**src/hw/rtl/bffa_pkg.sv**
```systemverilog
`default_nettype none

package bffa_pkg;

    // Field widths fixed by the transaction format
    localparam int ADDR_W   = 16;
    localparam int SIZE_W   = 17;
    localparam int MODE_W   = 2;

    // Buffer ceiling and allocation granule
    localparam int BUF_BYTES     = 65536;
    localparam int MIN_BLOCK     = 16;
    localparam int MAX_SEGMENTS_DEF = 64;

    // Stream payload widths (zero padded to whole bytes)
    localparam int IN_DATA_W  = 40;
    localparam int OUT_DATA_W = 56;

    typedef enum logic [MODE_W-1:0] {
        MODE_ALLOC = 2'd0,
        MODE_FREE  = 2'd1,
        MODE_CLEAR = 2'd2,
        MODE_NOP   = 2'd3
    } mode_t;

    // One free segment of the table
    typedef struct packed {
        logic [SIZE_W-1:0] len;
        logic [ADDR_W-1:0] start;
    } seg_t;

    // Datapath command, one per cycle
    typedef enum logic [3:0] {
        OP_NONE,
        OP_CLEAR,
        OP_LOAD,
        OP_FAIL,
        OP_CLEAR_OK,
        OP_SCAN_INIT,
        OP_SCAN,
        OP_ALLOC_FIN,
        OP_FREE_A,
        OP_FREE_B,
        OP_FREE_C,
        OP_FREE_D,
        OP_SHIFT_DN,
        OP_SHIFT_UP,
        OP_PUSH
    } dp_op_t;

    // Datapath status seen by the controller
    typedef struct packed {
        mode_t mode;
        logic  alloc_room;
        logic  free_in_range;
        logic  scan_done;
        logic  found;
        logic  drop;
        logic  merge_l;
        logic  merge_r;
        logic  full;
        logic  shift_done;
        logic  out_free;
    } dp_stat_t;

endpackage

`default_nettype wire

```
**src/hw/rtl/bffa_ctrl.sv**
```systemverilog
`default_nettype none

module bffa_ctrl
    import bffa_pkg::*;
(
    input  wire logic     clk,
    input  wire logic     rst_n,
    input  wire logic     s_tvalid,
    output logic          s_tready,
    input  wire logic     cfg_wr_en,
    input  wire dp_stat_t stat,
    output dp_op_t        op
);

    typedef enum logic [3:0] {
        S_IDLE,
        S_DISP,
        S_SCAN,
        S_ALLOC,
        S_FA,
        S_FB,
        S_FC,
        S_FD,
        S_SHDN,
        S_SHUP,
        S_RESP
    } state_t;

    state_t state_reg, state_next;
    logic   clr_pend_reg, clr_pend_next;

    // Next state and command decode
    always_comb
    begin
        state_next    = state_reg;
        op            = OP_NONE;
        clr_pend_next = clr_pend_reg;
        case (state_reg)
            S_IDLE:
            begin
                if (clr_pend_reg)
                begin
                    op            = OP_CLEAR;
                    clr_pend_next = 1'b0;
                end
                else if (s_tvalid)
                begin
                    op         = OP_LOAD;
                    state_next = S_DISP;
                end
            end
            S_DISP:
            begin
                case (stat.mode)
                    MODE_ALLOC:
                    begin
                        if (stat.alloc_room)
                        begin
                            op         = OP_SCAN_INIT;
                            state_next = S_SCAN;
                        end
                        else
                        begin
                            op         = OP_FAIL;
                            state_next = S_RESP;
                        end
                    end
                    MODE_FREE:
                    begin
                        if (stat.free_in_range)
                        begin
                            op         = OP_SCAN_INIT;
                            state_next = S_SCAN;
                        end
                        else
                        begin
                            op         = OP_FAIL;
                            state_next = S_RESP;
                        end
                    end
                    MODE_CLEAR:
                    begin
                        op         = OP_CLEAR_OK;
                        state_next = S_RESP;
                    end
                    default:
                    begin
                        op         = OP_FAIL;
                        state_next = S_RESP;
                    end
                endcase
            end
            S_SCAN:
            begin
                op = OP_SCAN;
                if (stat.scan_done)
                    state_next = (stat.mode == MODE_FREE) ? S_FA : S_ALLOC;
            end
            S_ALLOC:
            begin
                op         = OP_ALLOC_FIN;
                state_next = (stat.found && stat.drop) ? S_SHDN : S_RESP;
            end
            S_FA:
            begin
                op         = OP_FREE_A;
                state_next = S_FB;
            end
            S_FB:
            begin
                op         = OP_FREE_B;
                state_next = S_FC;
            end
            S_FC:
            begin
                op         = OP_FREE_C;
                state_next = S_FD;
            end
            S_FD:
            begin
                op = OP_FREE_D;
                if (stat.full)
                    state_next = S_RESP;
                else if (stat.merge_l && stat.merge_r)
                    state_next = S_SHDN;
                else if (!stat.merge_l && !stat.merge_r)
                    state_next = S_SHUP;
                else
                    state_next = S_RESP;
            end
            S_SHDN:
            begin
                op = OP_SHIFT_DN;
                if (stat.shift_done)
                    state_next = S_RESP;
            end
            S_SHUP:
            begin
                op = OP_SHIFT_UP;
                if (stat.shift_done)
                    state_next = S_RESP;
            end
            S_RESP:
            begin
                if (stat.out_free)
                begin
                    op         = OP_PUSH;
                    state_next = S_IDLE;
                end
            end
            default:
            begin
                state_next = S_IDLE;
            end
        endcase
        // a register write always schedules a table reset
        if (cfg_wr_en)
            clr_pend_next = 1'b1;
    end

    assign s_tready = (state_reg == S_IDLE) && !clr_pend_reg;

    // State; table reset is pending after reset
    always_ff @(posedge clk or negedge rst_n)
    begin
        if (!rst_n)
        begin
            state_reg    <= S_IDLE;
            clr_pend_reg <= 1'b1;
        end
        else
        begin
            state_reg    <= state_next;
            clr_pend_reg <= clr_pend_next;
        end
    end

endmodule

`default_nettype wire

```
**src/hw/rtl/bffa_dp.sv**
```systemverilog
`default_nettype none

module bffa_dp
    import bffa_pkg::*;
#(
    parameter int MAX_SEGMENTS = MAX_SEGMENTS_DEF
)
(
    input  wire logic                  clk,
    input  wire logic                  rst_n,
    input  wire dp_op_t                op,
    output dp_stat_t                   stat,
    input  wire logic                  cfg_wr_en,
    input  wire logic [SIZE_W-1:0]     cfg_wr_data,
    input  wire logic [IN_DATA_W-1:0]  in_data,
    input  wire logic [MODE_W-1:0]     in_mode,
    output logic [OUT_DATA_W-1:0]      out_data,
    output logic                       out_ok,
    output logic                       out_valid,
    input  wire logic                  out_ready
);

    localparam int AW = (MAX_SEGMENTS > 1) ? $clog2(MAX_SEGMENTS) : 1;
    localparam int CW = $clog2(MAX_SEGMENTS + 1);
    localparam logic [SIZE_W-1:0] MINB   = SIZE_W'(MIN_BLOCK);
    localparam logic [SIZE_W-1:0] BUFMAX = SIZE_W'(BUF_BYTES);

    // Segment table
    seg_t mem [MAX_SEGMENTS];

    // Configuration and bookkeeping
    logic [SIZE_W-1:0] total_reg;
    logic [CW-1:0]     count_reg;
    logic [SIZE_W-1:0] used_reg;

    // Current transaction
    mode_t             mode_reg;
    logic [ADDR_W-1:0] addr_reg;
    logic [SIZE_W-1:0] size_reg;

    // Read pipeline
    logic [CW-1:0]     ptr_reg;
    logic              rd_vld_reg;
    logic [CW-1:0]     rd_idx_reg;
    seg_t              rd_q_reg;

    // Search results
    logic              stop_reg;
    logic              found_reg;
    logic [AW-1:0]     best_idx_reg;
    logic [ADDR_W-1:0] best_start_reg;
    logic [SIZE_W-1:0] best_diff_reg;
    logic [CW-1:0]     idx_reg;
    seg_t              prev_reg;
    seg_t              cur_reg;

    // Merge evaluation
    logic              ml_reg;
    logic              mr_reg;
    logic              full_reg;
    logic [ADDR_W-1:0] ns_reg;
    logic [SIZE_W:0]   ne_reg;
    logic [SIZE_W:0]   old_reg;
    logic [SIZE_W:0]   span_reg;
    logic [SIZE_W:0]   freed_reg;

    // Result and output register
    logic              res_ok_reg;
    logic [ADDR_W-1:0] res_ga_reg;
    logic [SIZE_W-1:0] res_gs_reg;
    logic              out_vld_reg;
    logic              out_ok_reg;
    logic [OUT_DATA_W-1:0] out_data_reg;

    // Combinational helpers
    logic [SIZE_W-1:0] eff_total;
    logic [SIZE_W-1:0] in_size;
    logic [SIZE_W:0]   ne0;
    logic              rd_en;
    logic [CW-1:0]     rd_ptr;
    logic [CW-1:0]     ptr_m1;
    logic              wr_en;
    logic [AW-1:0]     wr_addr;
    seg_t              wr_data;
    logic              shdn_done;
    logic              shup_done;
    logic [SIZE_W-1:0] scan_diff;
    logic [SIZE_W:0]   pe;
    logic              ml;
    logic [SIZE_W:0]   ce;
    logic              mr;
    logic [SIZE_W:0]   span_c;
    logic [SIZE_W+1:0] freed_raw;
    logic              drop;
    logic [SIZE_W-1:0] gs;
    logic [SIZE_W-1:0] used_add;
    logic [SIZE_W-1:0] used_sub;
    logic [SIZE_W-1:0] in_req;

    assign eff_total = (total_reg > BUFMAX) ? BUFMAX : total_reg;
    assign in_req    = in_data[ADDR_W +: SIZE_W];
    assign in_size   = (in_req < MINB) ? MINB : in_req;
    assign ne0       = {1'b0, addr_reg} + {1'b0, size_reg};
    assign ptr_m1    = ptr_reg - 1'b1;
    assign shdn_done = !rd_vld_reg && (ptr_reg >= count_reg);
    assign shup_done = !rd_vld_reg && (ptr_reg <= idx_reg);
    assign scan_diff = rd_q_reg.len - size_reg;
    assign drop      = best_diff_reg < MINB;
    assign gs        = drop ? (size_reg + best_diff_reg) : size_reg;
    assign used_add  = used_reg + gs;
    assign used_sub  = (used_reg > freed_reg[SIZE_W-1:0] || freed_reg[SIZE_W])
                     ? ((freed_reg[SIZE_W]) ? '0 : used_reg - freed_reg[SIZE_W-1:0])
                     : '0;

    // Neighbor checks of a free
    assign pe = {1'b0, prev_reg.len} + {2'b0, prev_reg.start};
    assign ml = (idx_reg != '0)
             && ({{(SIZE_W+2-ADDR_W){1'b0}}, addr_reg} < ({1'b0, pe} + (SIZE_W+2)'(MIN_BLOCK)));
    assign ce = {1'b0, cur_reg.len} + {2'b0, cur_reg.start};
    assign mr = (idx_reg < count_reg)
             && ({{(SIZE_W+2-ADDR_W){1'b0}}, cur_reg.start}
                 < ({1'b0, ne_reg} + (SIZE_W+2)'(MIN_BLOCK)));
    assign span_c    = ne_reg - {2'b0, ns_reg};
    assign freed_raw = {1'b0, span_c} - {1'b0, old_reg};

    // Table read port select
    always_comb
    begin
        rd_en  = 1'b0;
        rd_ptr = ptr_reg;
        case (op)
            OP_SCAN:     rd_en = (ptr_reg < count_reg) && !stop_reg;
            OP_SHIFT_DN: rd_en = (ptr_reg < count_reg);
            OP_SHIFT_UP:
            begin
                rd_en  = (ptr_reg > idx_reg);
                rd_ptr = ptr_m1;
            end
            default:     rd_en = 1'b0;
        endcase
    end

    // Table write port select
    always_comb
    begin
        wr_en   = 1'b0;
        wr_addr = '0;
        wr_data = '{len: eff_total, start: '0};
        case (op)
            OP_CLEAR, OP_CLEAR_OK:
            begin
                wr_en = 1'b1;
            end
            OP_ALLOC_FIN:
            begin
                wr_en   = found_reg && !drop;
                wr_addr = best_idx_reg;
                wr_data = '{len: best_diff_reg, start: best_start_reg + size_reg[ADDR_W-1:0]};
            end
            OP_FREE_D:
            begin
                if (!full_reg && ml_reg)
                begin
                    wr_en   = 1'b1;
                    wr_addr = AW'(idx_reg - 1'b1);
                    wr_data = '{len: span_reg[SIZE_W-1:0], start: prev_reg.start};
                end
                else if (!full_reg && mr_reg)
                begin
                    wr_en   = 1'b1;
                    wr_addr = idx_reg[AW-1:0];
                    wr_data = '{len: span_reg[SIZE_W-1:0], start: ns_reg};
                end
            end
            OP_SHIFT_DN:
            begin
                wr_en   = rd_vld_reg;
                wr_addr = AW'(rd_idx_reg - 1'b1);
                wr_data = rd_q_reg;
            end
            OP_SHIFT_UP:
            begin
                if (rd_vld_reg)
                begin
                    wr_en   = 1'b1;
                    wr_addr = AW'(rd_idx_reg + 1'b1);
                    wr_data = rd_q_reg;
                end
                else if (shup_done)
                begin
                    wr_en   = 1'b1;
                    wr_addr = idx_reg[AW-1:0];
                    wr_data = '{len: span_reg[SIZE_W-1:0], start: ns_reg};
                end
            end
            default:
            begin
                wr_en = 1'b0;
            end
        endcase
    end

    // Segment memory, registered read
    always_ff @(posedge clk)
    begin
        if (wr_en)
            mem[wr_addr] <= wr_data;
        if (rd_en)
            rd_q_reg <= mem[rd_ptr[AW-1:0]];
    end

    // Control registers
    always_ff @(posedge clk or negedge rst_n)
    begin
        if (!rst_n)
        begin
            total_reg   <= SIZE_W'(BUF_BYTES);
            count_reg   <= '0;
            used_reg    <= '0;
            rd_vld_reg  <= 1'b0;
            out_vld_reg <= 1'b0;
        end
        else
        begin
            rd_vld_reg <= rd_en;
            if (cfg_wr_en)
                total_reg <= cfg_wr_data;
            // output register: loaded on push, emptied when taken
            if (op == OP_PUSH)
                out_vld_reg <= 1'b1;
            else if (out_ready)
                out_vld_reg <= 1'b0;
            case (op)
                OP_CLEAR, OP_CLEAR_OK:
                begin
                    count_reg <= (eff_total != '0) ? CW'(1) : '0;
                    used_reg  <= '0;
                end
                OP_ALLOC_FIN:
                begin
                    if (found_reg)
                        used_reg <= used_add;
                end
                OP_FREE_D:
                begin
                    if (!full_reg)
                        used_reg <= used_sub;
                end
                OP_SHIFT_DN:
                begin
                    if (shdn_done)
                        count_reg <= count_reg - 1'b1;
                end
                OP_SHIFT_UP:
                begin
                    if (shup_done)
                        count_reg <= count_reg + 1'b1;
                end
                default:
                begin
                    count_reg <= count_reg;
                end
            endcase
        end
    end

    // Working registers of one transaction
    always_ff @(posedge clk)
    begin
        if (rd_en)
            rd_idx_reg <= rd_ptr;
        case (op)
            OP_LOAD:
            begin
                mode_reg <= mode_t'(in_mode);
                addr_reg <= in_data[ADDR_W-1:0];
                size_reg <= in_size;
            end
            OP_FAIL:
            begin
                res_ok_reg <= 1'b0;
                res_ga_reg <= '0;
                res_gs_reg <= '0;
            end
            OP_CLEAR_OK:
            begin
                res_ok_reg <= 1'b1;
                res_ga_reg <= '0;
                res_gs_reg <= '0;
            end
            OP_SCAN_INIT:
            begin
                ptr_reg   <= '0;
                stop_reg  <= 1'b0;
                found_reg <= 1'b0;
                idx_reg   <= '0;
            end
            OP_SCAN:
            begin
                if (rd_en)
                    ptr_reg <= ptr_reg + 1'b1;
                if (rd_vld_reg && !stop_reg)
                begin
                    if (mode_reg == MODE_FREE)
                    begin
                        // walk to the first segment at or above the block
                        if (rd_q_reg.start < addr_reg)
                        begin
                            prev_reg <= rd_q_reg;
                            idx_reg  <= rd_idx_reg + 1'b1;
                        end
                        else
                        begin
                            cur_reg  <= rd_q_reg;
                            idx_reg  <= rd_idx_reg;
                            stop_reg <= 1'b1;
                        end
                    end
                    else if (rd_q_reg.len >= size_reg)
                    begin
                        // best fit, earliest wins ties, exact fit ends search
                        if (!found_reg || scan_diff < best_diff_reg)
                        begin
                            found_reg      <= 1'b1;
                            best_idx_reg   <= rd_idx_reg[AW-1:0];
                            best_start_reg <= rd_q_reg.start;
                            best_diff_reg  <= scan_diff;
                            if (scan_diff == '0)
                                stop_reg <= 1'b1;
                        end
                    end
                end
            end
            OP_ALLOC_FIN:
            begin
                res_ok_reg <= found_reg;
                res_ga_reg <= found_reg ? best_start_reg : '0;
                res_gs_reg <= found_reg ? gs : '0;
                ptr_reg    <= CW'(best_idx_reg) + 1'b1;
            end
            OP_FREE_A:
            begin
                ml_reg  <= ml;
                ns_reg  <= ml ? prev_reg.start : addr_reg;
                ne_reg  <= (ml && pe > ne0) ? pe : ne0;
                old_reg <= ml ? {1'b0, prev_reg.len} : '0;
            end
            OP_FREE_B:
            begin
                mr_reg   <= mr;
                ne_reg   <= (mr && ce > ne_reg) ? ce : ne_reg;
                old_reg  <= old_reg + (mr ? {1'b0, cur_reg.len} : '0);
                full_reg <= !ml_reg && !mr && (count_reg >= CW'(MAX_SEGMENTS));
            end
            OP_FREE_C:
            begin
                span_reg  <= span_c;
                freed_reg <= freed_raw[SIZE_W+1] ? '0 : freed_raw[SIZE_W:0];
            end
            OP_FREE_D:
            begin
                res_ok_reg <= !full_reg;
                res_ga_reg <= '0;
                res_gs_reg <= '0;
                ptr_reg    <= (ml_reg && mr_reg) ? (idx_reg + 1'b1) : count_reg;
            end
            OP_SHIFT_DN:
            begin
                if (rd_en)
                    ptr_reg <= ptr_reg + 1'b1;
            end
            OP_SHIFT_UP:
            begin
                if (rd_en)
                    ptr_reg <= ptr_m1;
            end
            OP_PUSH:
            begin
                out_ok_reg   <= res_ok_reg;
                out_data_reg <= {{(OUT_DATA_W-ADDR_W-3*SIZE_W+ SIZE_W){1'b0}},
                                 used_reg, res_gs_reg, res_ga_reg};
            end
            default:
            begin
                ptr_reg <= ptr_reg;
            end
        endcase
    end

    // Status to the controller
    always_comb
    begin
        stat.mode          = mode_reg;
        stat.alloc_room    = ({1'b0, used_reg} + {1'b0, size_reg}) <= {1'b0, eff_total};
        stat.free_in_range = ne0 <= {1'b0, eff_total};
        stat.scan_done     = stop_reg || (!rd_vld_reg && (ptr_reg >= count_reg));
        stat.found         = found_reg;
        stat.drop          = drop;
        stat.merge_l       = ml_reg;
        stat.merge_r       = mr_reg;
        stat.full          = full_reg;
        // only a free that merges with no neighbor shifts the table up
        stat.shift_done    = (mode_reg == MODE_FREE && !ml_reg && !mr_reg)
                           ? shup_done : shdn_done;
        stat.out_free      = !out_vld_reg || out_ready;
    end

    assign out_valid = out_vld_reg;
    assign out_ok    = out_ok_reg;
    assign out_data  = out_data_reg;

    // Table never grows past its depth
    a_count_bound: assert property (@(posedge clk) disable iff (!rst_n)
        count_reg <= CW'(MAX_SEGMENTS))
        else $error("segment count exceeds table depth");

    // Every returned read lies inside the live table
    a_read_live: assert property (@(posedge clk) disable iff (!rst_n)
        rd_vld_reg |-> (rd_idx_reg < count_reg))
        else $error("read beyond live segments");

    // A clear leaves at most one segment and nothing in use
    a_clear: assert property (@(posedge clk) disable iff (!rst_n)
        (op == OP_CLEAR || op == OP_CLEAR_OK) |=> (count_reg <= CW'(1) && used_reg == '0))
        else $error("clear did not reset the table");

endmodule

`default_nettype wire

```
**src/hw/rtl/best_fit_free_list_allocator_top.sv**
```systemverilog
`default_nettype none

// Best-fit allocator over a byte buffer, kept as an address-ordered table of
// free segments in a memory with one write port and one registered read port.
// Each input transaction (allocate, free, clear, or no-op) yields exactly one
// result. Allocate and free walk the table one entry per cycle; an allocate
// stops its walk at an exact fit, a free at the first segment at or above the
// block. Removing or inserting an entry shifts the table one entry per cycle.
// After reset and after every total_size write the table is reset before the
// next transaction is taken. One transaction is in work at a time; a finished
// result waits in the output register while the next transaction is taken.
module best_fit_free_list_allocator_top
    import bffa_pkg::*;
#(
    parameter int MAX_SEGMENTS = MAX_SEGMENTS_DEF
)
(
    input  wire logic                  clk,
    input  wire logic                  rst_n,
    input  wire logic                  cfg_wr_en,
    input  wire logic [SIZE_W-1:0]     cfg_wr_data,   // total_size
    input  wire logic                  s_tvalid,
    output logic                       s_tready,
    input  wire logic [IN_DATA_W-1:0]  s_tdata,       // block_address, request_size
    input  wire logic [MODE_W-1:0]     s_tuser,       // mode
    output logic                       m_tvalid,
    input  wire logic                  m_tready,
    output logic [OUT_DATA_W-1:0]      m_tdata,       // granted_address, granted_size,
                                                      // used_total
    output logic                       m_tuser        // ok
);

    dp_op_t   op;
    dp_stat_t stat;

    bffa_ctrl u_ctrl (
        .clk       (clk),
        .rst_n     (rst_n),
        .s_tvalid  (s_tvalid),
        .s_tready  (s_tready),
        .cfg_wr_en (cfg_wr_en),
        .stat      (stat),
        .op        (op)
    );

    bffa_dp #(
        .MAX_SEGMENTS (MAX_SEGMENTS)
    ) u_dp (
        .clk         (clk),
        .rst_n       (rst_n),
        .op          (op),
        .stat        (stat),
        .cfg_wr_en   (cfg_wr_en),
        .cfg_wr_data (cfg_wr_data),
        .in_data     (s_tdata),
        .in_mode     (s_tuser),
        .out_data    (m_tdata),
        .out_ok      (m_tuser),
        .out_valid   (m_tvalid),
        .out_ready   (m_tready)
    );

endmodule

`default_nettype wire
```
**config.mk**
```make
export PLATFORM = sky130hd
export DESIGN_NAME = best_fit_free_list_allocator_top
export DESIGN_NICKNAME = d
export VERILOG_FILES = /design/src/hw/rtl/bffa_pkg.sv /design/src/hw/rtl/bffa_ctrl.sv /design/src/hw/rtl/bffa_dp.sv /design/src/hw/rtl/best_fit_free_list_allocator_top.sv
export SDC_FILE = /design/constraint.sdc
export NUM_CORES = 2
export LEC_CHECK = 0
export ABC_AREA = 0
export BUFFER_PORTS_ARGS = -buffer_cell sky130_fd_sc_hd__clkbuf_2
export CORE_ASPECT_RATIO = 0.7
export CORE_MARGIN = 2
export CORE_UTILIZATION = 30
export DETAILED_ROUTE_END_ITERATION = 12
export GPL_ROUTABILITY_DRIVEN = 0
export PLACE_DENSITY = 0.42
export SYNTH_ARGS = -nofsm -noshare
export SYNTH_HDL_FRONTEND = slang
export SYNTH_SLANG_ARGS = --single-unit
export TNS_END_PERCENT = 100
```
**constraint.sdc**
```tcl
create_clock -name clk -period 8.38 [get_ports clk]
set_clock_uncertainty 0.1 [all_clocks]
set_input_delay 0.838 -clock clk [delete_from_list [all_inputs] [get_ports clk]]
set_output_delay 0.838 -clock clk [all_outputs]
set_load 0.02 [all_outputs]
```
# Word-level counts from Yosys, hierarchy flattened
# Memories as Yosys holds them, arrays and structs flattened. A register that Yosys moved wholly into a read port is not among the register bits.
# Index checks and enable logic that the tools add are counted.
[word_totals]
out_inout_bits = 59
mem_bits_rw = 2112
ff_bits = 386
input_bits = 64
wordCells = 277
mem_count = 1
[mem_list]
columns = ["name", "words", "word_bits", "read_ports", "rd_clocked_by_memory_dff", "write_ports", "line", "source"]
rows = [
  ["u_dp.mem", 64, 33, 1, 1, 1, "bffa_dp.sv:29", "seg_t mem [MAX_SEGMENTS];"],
]
[op_classes]
n_addsub = 23
n_lt_le_gt_ge = 19
n_eq_ne = 47
mux = 88
n_reduce_logical = 62
bitwise_logic = 2
[ops]
columns = ["op", "n"]
rows = [
  ["two-way mux 17 bit", 9],
  ["two-way mux 33 bit", 4],
  ["case mux 33 bit (4 select lines)", 1],
  ["case mux 18 bit (2 select lines)", 2],
  ["two-way mux 7 bit", 9],
  ["case mux 17 bit (3 select lines)", 1],
  ["two-way mux 4 bit", 11],
  ["case mux 4 bit (11 select lines)", 1],
  ["equality test 4 bit, second input constant", 10],
  ["case mux 4 bit (10 select lines)", 1],
  ["adder 18 x 5 -> 19 bit, second input constant", 2],
  ["< comparator 16 x 19 -> 1 bit", 2],
  ["adder 17 x 16 -> 18 bit", 2],
  ["> comparator 18 bit", 2],
  ["<= comparator 18 x 17 -> 1 bit", 2],
  ["two-way mux 18 bit", 2],
  ["case mux 7 bit (5 select lines)", 1],
  ["adder 17 bit", 2],
  ["< comparator 17 x 5 -> 1 bit, second input constant", 2],
  ["case mux 17 bit (2 select lines)", 1],
  ["subtractor 17 bit", 2],
  ["equality test 4 x 3 -> 1 bit, second input constant", 8],
  ["two-way mux 16 bit", 2],
  ["case mux 16 bit (2 select lines)", 1],
  ["61 further kinds", 161],
]

# Depth between registers and ports, before layout
[logic_depth]
word_depth = 11
ltp_mapped = 25

# Cells and area by module
# From an unflattened synthesis, not the netlist that was laid out.
[unflattened]
hier_cells = 6763
hier_area_um2 = 111747.2
[by_module_without_submodules]
columns = ["module", "seq_area_each_um2", "area_each_um2", "cells_each", "instances"]
rows = [
  ["bffa_dp", 75638.8, 111180.4, 6691, 1],
  ["bffa_ctrl", 126.4, 566.8, 72, 1],
]

# Worst setup path before layout
# OpenSTA, ideal clock, no wires.
[synth_timing]
path_kind = "flip-flop to flip-flop"
startpoint = "register u_dp.size_reg[1]"
endpoint = "register u_dp.res_ga_reg[0], enable pin"
arrival_ps = 5453
slack_ps = 2157
required_ps = 7610
setup_time_ps = 670
stages_incl_launch_ff = 22
cell_sequence = "edfxtp_1 inv_1 fa_1 nor2b_1 o21ai_0 a21boi_0 o21a_1 o21ai_0 nand2b_1 nand2b_1 a31o_2 nor2b_1 xnor2_1 ha_1 a21o_1 a21oi_1 o21ai_0 or3_1 a2111oi_0 a21oi_1 nor4_1 o21ai_0"
[synth_between]
elab_chain_len = 8
word_cells_on_any_way = 14
[synth_lines]
columns = ["element", "line", "source"]
rows = [
  ["start, declared", "bffa_dp.sv:39", "logic [SIZE_W-1:0] size_reg;"],
  ["start signal, assigned", "bffa_dp.sv:277", "size_reg <= in_size;"],
  ["adder 16 x 17 -> 18 bit or adder 17 x 17 -> 18 bit (tied branches)", "bffa_dp.sv:103, bffa_dp.sv:394", ""],
  ["<= comparator 18 x 17 -> 1 bit, on equally long branches", "bffa_dp.sv:395, bffa_dp.sv:394", ""],
  ["two-way mux 3 bit, on equally long branches", "bffa_ctrl.sv:70, bffa_ctrl.sv:57", ""],
  ["case mux 4 bit (3 select lines) (*)", "bffa_ctrl.sv:54", "case (stat.mode)"],
  ["case mux 4 bit (11 select lines) (*)", "bffa_ctrl.sv:38", "case (state_reg)"],
  ["equality test 4 x 2 -> 1 bit, or another cell as far along", "bffa_dp.sv:272", "case (op)"],
  ["OR reduction 3 bit (no source line)", "n/a", ""],
  ["nonzero test 2 bit (no source line) (*)", "n/a", ""],
  ["end signal, assigned", "bffa_dp.sv:337", "res_ga_reg <= found_reg ? best_start_reg : '0;"],
  ["end, declared", "bffa_dp.sv:69", "logic [ADDR_W-1:0] res_ga_reg;"],
]
# Every way passes the cells marked *; elsewhere a longest branch is shown, timed or not.
# A chain may end at the register's enable or synchronous reset.

# Worst setup path after layout
[layout_timing]
startpoint = "register u_dp.ne_reg[6]"
endpoint = "register u_dp.old_reg[16] (data pin)"
[layout_between]
elab_chain_len = 6
[layout_lines]
columns = ["element", "line", "source"]
rows = [
  ["start, declared", "bffa_dp.sv:62", "logic [SIZE_W:0] ne_reg;"],
  ["start signal, assigned", "bffa_dp.sv:345", "ne_reg <= (ml && pe > ne0) ? pe : ne0;"],
  ["start signal, assigned", "bffa_dp.sv:351", "ne_reg <= (mr && ce > ne_reg) ? ce : ne_reg;"],
  ["adder 18 x 5 -> 19 bit", "bffa_dp.sv:122", "< ({1'b0, ne_reg} + (SIZE_W+2)'(MIN_BLOCK)));"],
  ["< comparator 16 x 19 -> 1 bit", "bffa_dp.sv:122", ""],
  ["logical AND 1 bit", "bffa_dp.sv:121", "&& ({{(SIZE_W+2-ADDR_W){1'b0}}, cur_reg.start}"],
  ["two-way mux 17 bit", "bffa_dp.sv:352", "old_reg <= old_reg + (mr ? {1'b0, cur_reg.len} : '0);"],
  ["adder 18 bit", "bffa_dp.sv:352", ""],
  ["case mux 18 bit (2 select lines)", "bffa_dp.sv:272", ""],
  ["end signal, assigned", "bffa_dp.sv:346", "old_reg <= ml ? {1'b0, prev_reg.len} : '0;"],
  ["end signal, assigned", "bffa_dp.sv:352", ""],
  ["end, declared", "bffa_dp.sv:63", "logic [SIZE_W:0] old_reg;"],
]
# No other way between the ends.

==> flow_summary.json <==
{
  "status": "finished, final reports clean",
  "syn2layout_area_growth_pct": 15.43,
  "slew_viol_final": 0,
  "drt_iter0_drc": 7668,
  "min_period_ns": 7.409,
  "synth_top_area_share": 0.6681,
  "layout.cells.non_filler": 12390,
  "ios": 123,
  "setup_violations": 0,
  "cts_num_sinks": 2531,
  "grt_max_degree": 97,
  "synth_flop_cell": "edfxtp_1",
  "async_reset_ff_frac": 0.01896,
  "slew-limit-headroom": 0.1112,
  "r2r_end": "u_dp.old_reg[16]",
  "yosysWarnings": 0,
  "placedCellCount": 11890,
  "rsz0062_at_grt": "false",
  "start_kind": "flip-flop",
  "synth_area_per_cell_sq_um": 16.09,
  "wl_per_cell_microns": 30.54,
  "yosysTopAreaCell": "edfxtp_1",
  "crit_path_end_kind": "flip-flop",
  "syn_inst": 6937,
  "reg2reg_depth": 24,
  "min_from": "s_tdata[25]",
  "whs_endpoint": "u_dp.size_reg[9]",
  "grt_pass1_vias": 65370,
  "setup_ws_ns": 0.9710,
  "drtPass1Iterations": 7,
  "cp_cell_sequence": "and2_1 -> nand4_1 -> nor3_1 -> nand3_1 -> xnor2_1 -> ha_1 -> o21ai_0 -> a221oi_1 -> nand2_1 -> a31oi_1 -> nor4_2 -> buf_4 -> and2_1 -> fa_1 -> a21o_1 -> a21o_1 -> a2111oi_0 -> o41ai_1 -> and2_1 -> o41ai_1 -> o21a_1 -> o21ai_0 -> xor2_1 -> a22o_1",
  "viasPerCell": 5.304,
  "dp_hpwl_microns": 244200,
  "pre_cts_ws_ns": 1.197,
  "place_area_sq_um": 120200,
  "netlist_area_sq_um": 111600,
  "rows": 187,
  "path_clk_slew_ns": 0.07,
  "hold_ws_ns": 0.07155,
  "synth_edf_count": 2483,
  "ys_seq_area_frac": 0.6789,
  "clockRootBuffer": "clkbuf_16",
  "criticalPathCategory": "flip-flop to flip-flop",
  "hold_viol_final": 0,
  "die_y_microns": 514.3,
  "floorplan.initialDensity": 0.3011,
  "ctsResizeCount": 0,
  "fin_util": 0.3476,
  "path_max_fanout": 19,
  "coreArea_sq_um": 370600,
  "antenna_found_initial": 49,
  "whs_path_depth": 1,
  "drive_above_1_share": 0.1938,
  "clk_latency_ns": 0.88,
  "worst_slew_pin_slew_ns": 1.321,
  "clock_tree.buffer_depth": 4,
  "ys_ff_latch": 2531,
  "p_total_mw": 49.10,
  "power_density_nw_per_um2": 381.2,
  "h-tree-depth": 5,
  "grt-ovfl-total": 0,
  "portBuffers": 109,
  "detail-route-antenna-nets": 0,
  "routed_wl_microns": 378300,
  "cts_buffers": 272,
  "largest_reg_flops": 2112,
  "cp.arrival_ns": 7.93,
  "synth.most_common_cell": "edfxtp_1",
  "slowest_delay_ns": 0.74,
  "routed-via-count": 65710,
  "hold_class": "input port to flip-flop",
  "fmax_ghz": 0.1350,
  "critPathRequiredTime_ns": 8.90,
  "cp_num_buf_inv": 1,
  "setup_tns_ns": 0,
  "min_period_over_period": 0.8841,
  "yosysUniqueCellTypes": 89,
  "drc_errors": 0,
  "synth.area.top_cells": "edfxtp_1, mux4_2, ha_1",
  "netlist_top_cells_count": "edfxtp_1, nand2_1, mux4_2",
  "r2r_slack_ns": 0.97,
  "dieArea_sq_um": 377000,
  "grt_pass1_wl_microns": 523900,
  "fin_area_sq_um": 128800,
  "nets": 7708,
  "cts_tree": "done",
  "grtUsageTotal": 0.1962,
  "leakage_nw": 43.33,
  "critPathSlowestCell": "a2111oi_0",
  "drv_cap": 0,
  "reg2reg_from": "u_dp.ne_reg[6]",
  "die_w_microns": 733.0,
  "ir_worst_vdd_v": 0.0002855,
  "crit_family": "compound AO/OA/AOI/OAI gates",
  "crit_top_cell": "and2_1"
}
==> repair_timing <==
item                                    4_1_cts  5_1_grt
hold endpoints to repair                     30        0
endpoints found under the setup margin        0        0
hold buffers                                 18        0
setup buffers                                 0        0
==> metal layers <==
layer  track usage  routed length (microns)
met5             0                       57
met4       0.03922                     7848
met3       0.03607                    27200
met2        0.2854                   160800
met1        0.3043                   182400
==> layout make-up <==
class	instances	area (sq um)
clock inverter	145	1237
tap	4914	6148
fill	35330	241800
timing repair buffer	374	2830
multi-input combinational	3860	34780
antenna	10	25.02
sequential	2531	75770
clock buffer	325	7154
inverter	230	877.1
==> where the power goes <==
group	switching, mW	internal [mW]	total [mW]
Combinational	13.1	6.48	19.6
Clock	5.12	6.65	11.8
Sequential	0.681	17.1	17.7
==> how the worst max path moves through the flow <==
stage / startpoint / endpoint / slack, ns / cells past startpoint
2_1_floorplan: u_dp.size_reg[1] / u_dp.res_ga_reg[0] / 2.16 / 21
3_3_place_gp: u_dp.ne_reg[6] / u_dp.old_reg[16] / 0.97 / 24
3_5_place_dp: u_dp.ne_reg[6] / u_dp.old_reg[16] / 1.20 / 24
4_1_cts: u_dp.ne_reg[6] / u_dp.old_reg[16] / 1.15 / 24
5_1_grt: u_dp.ne_reg[6] / u_dp.old_reg[16] / 0.68 / 24
6_report: u_dp.ne_reg[6] / u_dp.old_reg[16] / 0.97 / 24
==> worst register-to-register path: cells and delay by family, from the launching register on <==
family | cells | cell delay [ns]
and+or+nand+nor | 8 | 1.83
AOI/OAI and AO/OA | 11 | 3.57
xor gates and xnor gates | 2 | 0.33
buffers and inverters | 1 | 0.25
adders and majority gates | 2 | 0.67
DFF | 1 | 0.44
==> placed cells by master, fill, tap and decap left out, types with 30 or more instances in the layout <==
cell type,count
clkinv_2,38
nor4_1,50
dfrtp_1,46
o21a_1,37
nand3_1,147
a31oi_1,60
nor2_4,65
o21ai_0,184
nor2_1,194
a22o_1,33
xor2_1,66
a311oi_1,35
o211ai_1,38
clkbuf_16,279
a21o_1,109
ha_1,361
mux4_2,528
and3_1,48
xnor2_1,143
edfxtp_1,2483
nand2b_1,50
nand2_1,713
and2_1,67
a21oi_1,326
clkbuf_2,109
mux2_2,40
inv_1,224
buf_4,227
clkbuf_1,46
nand4_1,30
clkinv_1,62
nor3_1,61
nor2b_1,42
==> logic make-up after synthesis <==
logic type / count (synthesis) / synth area share
AND/OR/NAND/NOR: 1551 / 0.06330
adder cells (fa/ha/maj): 376 / 0.04301
AO/OA/AOI/OAI: 1118 / 0.06564
multiplexers: 597 / 0.1132
flip-flops: 2531 / 0.6789
XOR/XNOR: 212 / 0.01664
buffers and inverters: 551 / 0.01933
other: 1 / 0.00003360
Power figures use the tool's default switching activity.
